[src/rtl/core/v3a_sqrt.sv]
`timescale 1ns / 1ps
`default_nettype none

module v3a_sqrt #(
  parameter int W = 32
) (
  input  logic           clk,
  input  logic           en,
  input  logic [2*W-1:0] n,
  output logic [W-1:0]   root
);

  logic [W+1:0]   rem_q  [W];
  logic [W-1:0]   root_q [W];
  logic [2*W-1:0] rad_q  [W];

  // one root bit per stage
  for (genvar s = 0; s < W; s++) begin : g_stage
    logic [W+1:0]   rem_i;
    logic [W-1:0]   root_i;
    logic [2*W-1:0] rad_i;
    logic [W+3:0]   trial, cand, diff;
    logic           ge;

    if (s == 0) begin : g_first
      assign rem_i  = '0;
      assign root_i = '0;
      assign rad_i  = n;
    end else begin : g_next
      assign rem_i  = rem_q[s-1];
      assign root_i = root_q[s-1];
      assign rad_i  = rad_q[s-1];
    end

    assign trial = {rem_i, rad_i[2*W-1:2*W-2]};
    assign cand  = {2'b00, root_i, 2'b01};
    assign diff  = trial - cand;
    assign ge    = (trial >= cand);

    always_ff @(posedge clk) begin
      if (en) begin
        rem_q[s]  <= ge ? diff[W+1:0] : trial[W+1:0];
        root_q[s] <= {root_i[W-2:0], ge};
        rad_q[s]  <= {rad_i[2*W-3:0], 2'b00};
      end
    end
  end

  assign root = root_q[W-1];

endmodule

`default_nettype wire

[config.mk]
export PLATFORM = sky130hd
export DESIGN_NAME = v3a_sqrt
export DESIGN_NICKNAME = d
export VERILOG_FILES = /design/src/rtl/core/v3a_sqrt.sv
export SDC_FILE = /design/constraint.sdc
export NUM_CORES = 2
export LEC_CHECK = 0
export BUFFER_PORTS_ARGS = -buffer_cell sky130_fd_sc_hd__buf_2
export CORE_MARGIN = 2
export CORE_UTILIZATION = 25
export CTS_CLUSTER_SIZE = 24
export DETAILED_ROUTE_END_ITERATION = 7
export GPL_TIMING_DRIVEN = 0
export PLACE_DENSITY_LB_ADDON = 0.1
export SKIP_LAST_GASP = 1
export SYNTH_ARGS = -nofsm -noshare
export SYNTH_HDL_FRONTEND = slang
export SYNTH_MEMORY_MAX_BITS = 65536
export SYNTH_SLANG_ARGS = --single-unit
export TNS_END_PERCENT = 1
[constraint.sdc]
create_clock -name clk -period 6.9 [get_ports clk]
set_input_delay 0.345 -clock clk [delete_from_list [all_inputs] [get_ports clk]]
set_output_delay 0.345 -clock clk [all_outputs]
set_load 0.005 [all_outputs]
# ---- Word level (Yosys, flattened, before mapping)
# Memory sizes are Yosys's and may differ from the RTL's.
# Index checks and enable logic that the tools add are counted.
dict set report classes {
  reduce_logical 0
  addsub 32
  n_bitwise 0
  div 0
  muxes 34
  n_lt_le_gt_ge 32
  n_shift 0
  n_eq_ne 0
  n_mul 0
}
# operator n
set ops {}
lappend ops {{>= comparator 36 x 34 -> 1 bit} 31}
lappend ops {{two-way mux 34 bit} 32}
lappend ops {{subtractor 34 bit} 31}
lappend ops {{subtractor 2 x 1 -> 3 bit (second input constant)} 1}
lappend ops {{>= comparator 2 x 1 -> 1 bit (second input constant)} 1}
lappend ops {{two-way mux 1 bit} 2}
dict set report totals {
  rom_bits 0
  out_inout_bits 32
  mem_bits_rw 4096
  latch_bits 0
  input_bits 66
  n_memories 3
  register_bits 0
  wordCells 101
}
# memory depth word_bits read_ports rd_clocked_by_memory_dff wr line_no
set memory_table {}
lappend memory_table {rad_q 32 62 31 0 32 15} ;# logic [2*W-1:0] rad_q [W];
lappend memory_table {rem_q 32 34 31 0 32 13} ;# logic [W+1:0] rem_q [W];
lappend memory_table {root_q 32 32 32 0 32 14} ;# logic [W-1:0] root_q [W];

# ---- Depth between registers and ports, before layout
# An unclocked memory read counts as a cell.
dict set report depth {
  word_depth 3
  ltp_mapped 15
  depth_no_buf 13
}

# ---- Least setup slack after synthesis
# OpenSTA, ideal clock, no wires.
dict set report synth_timing {
  path_type {reg-to-reg}
  start {memory rem_q[10][10] (netlist bit)}
  end {memory rem_q[11][10] (netlist bit) (data pin)}
  path_slack_ps 3274
  synth_period_minus_slack_ps 3626
  arrival_ps 3364
  required_ps 6638
  stages_incl_launch_ff 13
  setup_time_ps 262
  path_buffers 3
  path_cell_list {edfxtp_1 ha_1 or4_1 or2_1 buf_2 or3_1 buf_2 or3_4 nor3_2 a21oi_1 o22ai_4 buf_6 mux2_1}
}
# element line_no
set synth_rtl {}
lappend synth_rtl {{start: declaration} 13}

==> flow_summary.yaml <==
timing:
  final.setup_skew_ns: 0.0360
  worst_margin_pin_slew_ns: 1.37
  worst_slew_margin_rel: 0.0843
  max_freq_mhz: 204
  finalMaxSlewViolations: 0
  min_period_ns: 4.91
  setup_viol_count_final: 0
  report.final.hold_viol_count: 0
  finalWorstSetupSlack_ns: 1.99
  final_min_period_over_clock_period: 0.712
  setup_tns_final_ns: 0
  rsz0062_at_grt: "false"
job:
  maxcap_viol_count: 0
power_and_ir_drop:
  p_sw_frac: 0.288
  power.leakage_nw: 51.3
  netSwitchingPower_mw: 13.2
  p_seq_frac: 0.449
  power_density_nw_per_um2: 334
  vdd_drop_max_uv: 233
  clock_network_fraction_of_design_power: 0.362
  p_int_mw: 32.8
  power.combinational.fraction: 0.189
cts:
  post-cts-setup-buffer-count: 0
  cts_root_buffer: "sky130_fd_sc_hd__clkbuf_16"
  cts_repair_resize_count: 0
  cts_tree: "built"
  insertion_delay_ns: 0.93
  cts_max_level: 5
  cts_inserted_buffers: 318
  hold_buf_cts: 79
  cts.clk_slew.worst_paths_ns: 0.06
  cts_sinks: 2523
  cts_max_path_bufs: 4
routing:
  avgViaCountPerCell: 4.42
  detail_route.wl_per_cell_um: 17.9
  drtAntennaViolNets: 0
  maxUsedRoutingLayer: "met4"
  first_pass_iters: 6
  dr_wl_met2_um: 138000
  dr_wl_met3_um: 11300
  postRouteWirelength_um: 287000
  detail_route.drc_violations: 0
  drt-initial-drc-count: 4453
  metal_1_wl_um: 128000
  dr_total_vias: 71000
yosys:
  asyncSetResetFlopFracSynth: 0
  post-synth-top-area-fraction: 0.644
  synth_area_um2: 118000
  synth_warnings: 0
  postSynthCellCount: 9081
  synth.ff_latch_count: 2523
  syn_area_per_cell_um2: 12.9
  cell_type_contributing_the_most_total_cell_area_after_synthesis: "sky130_fd_sc_hd__edfxtp_1"
  synth_edf_count: 2523
  synthTopCellsByArea: "sky130_fd_sc_hd__edfxtp_1, sky130_fd_sc_hd__ha_1, sky130_fd_sc_hd__xor2_1, sky130_fd_sc_hd__xnor2_1, sky130_fd_sc_hd__a21oi_1"
  ys_types: 92
  synth.yosys.seq_area_share: 0.644
  syn-num-nets: 9709
  most_instantiated_flip_flop_cell_in_the_synthesis_netlist: "sky130_fd_sc_hd__edfxtp_1"
floorplan:
  die-height_um: 690
  starting_utilization_of_the_core_area: 0.251
  boundaryPins: 98
  rows: 251
  die_area_um2: 476000
  core-area_um2: 468000
  die_x_um: 690
global_route:
  maximum_number_of_pins_on_one_net_before_global_route_repair: 175
  grt_first_pass_wirelength_um: 440000
  grt_util_all_layers: 0.118
  gr-total-overflow: 0
  antenna_found_initial: 6
  first_global_vias: 72700
placement:
  gp_routability_congestion: 0.839
  hpwl_um: 207000
  dp_worst_setup_slack_ns: 1.54
  io_buffer_count: 97
hold_path:
  hold-path-cell-count: 2
  worst_hold_path_type: "in2reg"
  min-delay-start: "n[15]"
  holdPathEnd: "rad_q[0][15]"
run_status:
  run_status: "finished, final reports clean"
cells_and_area:
  post_route_cells_drive_above_1_share: 0.0755
  fillCellCount: 47400
  area_taken_by_multi_input_logic_gates_um2: 38300
  flow.area_growth_from_synthesis_pct: 17.0
  finalNetCount: 10200
  final-seq-area_um2: 75800
worst_setup_path:
  rr_worst_depth: 12
  reg2reg_setup_slack_ns: 1.99
  worst-path-max-fanout: 10
  setup.worst_path.end_class: "flip-flop"
  required_time_at_the_worst_slack_endpoint_ns: 7.53
  reg2reg_to: "rem_q[27][27]"
  category_of_the_critical_setup_timing_path: "reg2reg"
  worstSetupStartpointType: "flip-flop"
  rr_startpoint: "root_q[26][4]"
  arrival_ns: 5.55
[worst max path at each step]
| stage | slack [ns] | startpoint | end |
|---|---|---|---|
| after floorplan | 3.27 | rem_q[10][10] | rem_q[11][10] |
| after global placement | -37.72 | en | rad_q[10][41] |
| after detailed placement | 1.54 | root_q[26][4] | rem_q[27][27] |
| after CTS | 1.54 | root_q[26][4] | rem_q[27][27] |
| after global routing | 1.68 | root_q[26][5] | rem_q[27][27] |
| final | 1.99 | root_q[26][4] | rem_q[27][27] |
[cells in the mapped netlist, types with 23 or more instances]
| master | instances |
|---|---|
| sky130_fd_sc_hd__nor3_1 | 199 |
| sky130_fd_sc_hd__o21a_1 | 110 |
| sky130_fd_sc_hd__xor2_1 | 440 |
| sky130_fd_sc_hd__ha_1 | 562 |
| sky130_fd_sc_hd__or3_1 | 113 |
| sky130_fd_sc_hd__nor2b_1 | 101 |
| sky130_fd_sc_hd__nand4_1 | 113 |
| sky130_fd_sc_hd__a21o_1 | 272 |
| sky130_fd_sc_hd__nor2_1 | 532 |
| sky130_fd_sc_hd__edfxtp_1 | 2523 |
| sky130_fd_sc_hd__o21bai_1 | 48 |
| sky130_fd_sc_hd__a31oi_1 | 35 |
| sky130_fd_sc_hd__o21ai_0 | 457 |
| sky130_fd_sc_hd__and2_1 | 23 |
| sky130_fd_sc_hd__or2_2 | 42 |
| sky130_fd_sc_hd__nand3b_1 | 35 |
| sky130_fd_sc_hd__nand2b_1 | 94 |
| sky130_fd_sc_hd__and3_1 | 53 |
| sky130_fd_sc_hd__nand3_1 | 133 |
| sky130_fd_sc_hd__xnor2_1 | 377 |
| sky130_fd_sc_hd__a21oi_1 | 560 |
| sky130_fd_sc_hd__clkbuf_1 | 150 |
| sky130_fd_sc_hd__mux2_2 | 62 |
| sky130_fd_sc_hd__o31ai_1 | 70 |
| sky130_fd_sc_hd__nand2_1 | 629 |
| sky130_fd_sc_hd__or4_1 | 54 |
| sky130_fd_sc_hd__a21boi_0 | 26 |
| sky130_fd_sc_hd__inv_1 | 728 |
| sky130_fd_sc_hd__nor4_1 | 129 |
| sky130_fd_sc_hd__a211oi_1 | 40 |
[area by class of cell]
| cell class | instances | area share |
|---|---|---|
| sequential | 2523 | 0.551 |
| clock inverter | 200 | 0.0154 |
| clock buffer | 379 | 0.0603 |
| multi-input combinational | 5646 | 0.279 |
| inverter | 729 | 0.0199 |
| buffer | 183 | 0.00539 |
| antenna | 4 | 0.0000728 |
| timing repair buffer | 197 | 0.0130 |
| tap | 6198 | 0.0564 |
[cell families (layout without fill, tap and decap cells)]
kind of cell,count (synthesis),count (layout),synth area share
other cells,1,5,0.0000319
mux,80,80,0.00748
simple gates,2347,2347,0.0999
xor+xnor,817,817,0.0609
flops,2523,2523,0.644
buf+inv,912,1688,0.0296
compound gates,1839,1839,0.0979
fa+ha+maj,562,562,0.0598
[worst max-delay path, cell delays in order (launching register included)]
cell and delay, ns:
sky130_fd_sc_hd__edfxtp_1 0.41, sky130_fd_sc_hd__inv_1 0.07, sky130_fd_sc_hd__ha_1 0.34, sky130_fd_sc_hd__and4_1 0.31, sky130_fd_sc_hd__o21ai_0 0.19, sky130_fd_sc_hd__a31oi_1 0.30
sky130_fd_sc_hd__o21ai_0 0.29, sky130_fd_sc_hd__a21oi_1 0.63, sky130_fd_sc_hd__a2bb2oi_1 0.39, sky130_fd_sc_hd__buf_4 0.28, sky130_fd_sc_hd__clkbuf_1 0.63, sky130_fd_sc_hd__clkbuf_1 0.62
sky130_fd_sc_hd__a21oi_1 0.17
[sequential cells by signal, indices dropped and copies added, names as in the netlist]
name,count
rad_q,992
rem_q,1003
root_q,528
[layout by cell type (no fill, tap or decap), types with 20 or more instances in the layout]
cell type / count
sky130_fd_sc_hd__clkbuf_16: 323
sky130_fd_sc_hd__and3_1: 53
sky130_fd_sc_hd__nand2_1: 629
sky130_fd_sc_hd__a211oi_1: 40
sky130_fd_sc_hd__nor4_1: 128
sky130_fd_sc_hd__nand2b_1: 94
sky130_fd_sc_hd__o21ai_0: 457
sky130_fd_sc_hd__nand3_1: 133
sky130_fd_sc_hd__ha_1: 562
sky130_fd_sc_hd__bufinv_16: 33
sky130_fd_sc_hd__o211ai_1: 21
sky130_fd_sc_hd__nor2b_1: 101
sky130_fd_sc_hd__a21boi_0: 26
sky130_fd_sc_hd__xnor2_1: 377
sky130_fd_sc_hd__nand4_1: 113
sky130_fd_sc_hd__mux2_2: 62
sky130_fd_sc_hd__clkinv_1: 64
sky130_fd_sc_hd__a31oi_1: 35
sky130_fd_sc_hd__buf_2: 114
sky130_fd_sc_hd__clkinv_2: 56
sky130_fd_sc_hd__clkbuf_1: 206
sky130_fd_sc_hd__o21a_1: 110
sky130_fd_sc_hd__a21o_1: 272
sky130_fd_sc_hd__o21bai_1: 48
sky130_fd_sc_hd__or4_1: 54
sky130_fd_sc_hd__nor4b_1: 20
sky130_fd_sc_hd__xor2_1: 440
sky130_fd_sc_hd__nor2_1: 532
sky130_fd_sc_hd__or2_2: 42
sky130_fd_sc_hd__or3_1: 113
sky130_fd_sc_hd__edfxtp_1: 2523
sky130_fd_sc_hd__dlygate4sd3_1: 79
sky130_fd_sc_hd__inv_1: 728
sky130_fd_sc_hd__o31ai_1: 70
sky130_fd_sc_hd__nand3b_1: 35
sky130_fd_sc_hd__nor3_1: 199
sky130_fd_sc_hd__and2_1: 23
sky130_fd_sc_hd__a21oi_1: 560
[per-stage QoR]
stage	cells	cell area (um2)	hold WS (ns)	power [mW]	util
after floorplan	9081	118000	0.400	26.6	-
after global placement	15400	126000	0.400	30.9	0.269
after detailed placement	15400	126000	0.405	29.7	0.270
after CTS	16100	138000	0.000242	47.0	0.294
after global routing	16100	138000	0.0429	48.7	0.294
final	16100	138000	0.139	46.0	0.294
[power groups by stage]
stage | Clock, mW | Sequential, mW | Combinational [mW]
after floorplan | 0 | 20.3 | 6.28
after global placement | 0 | 22.3 | 8.62
after detailed placement | 0 | 21.0 | 8.65
after CTS | 17.5 | 20.7 | 8.74
after global routing | 18.0 | 20.9 | 9.80
final | 16.7 | 20.6 | 8.69
[routing by layer]
metal / GRT usage / up-vias
met5: 0 / -
li1: - / 34700
met4: 0.0384 / 0
met1: 0.152 / 34600
met3: 0.0182 / 471
met2: 0.203 / 1196
(Power assumes the default switching activity.)
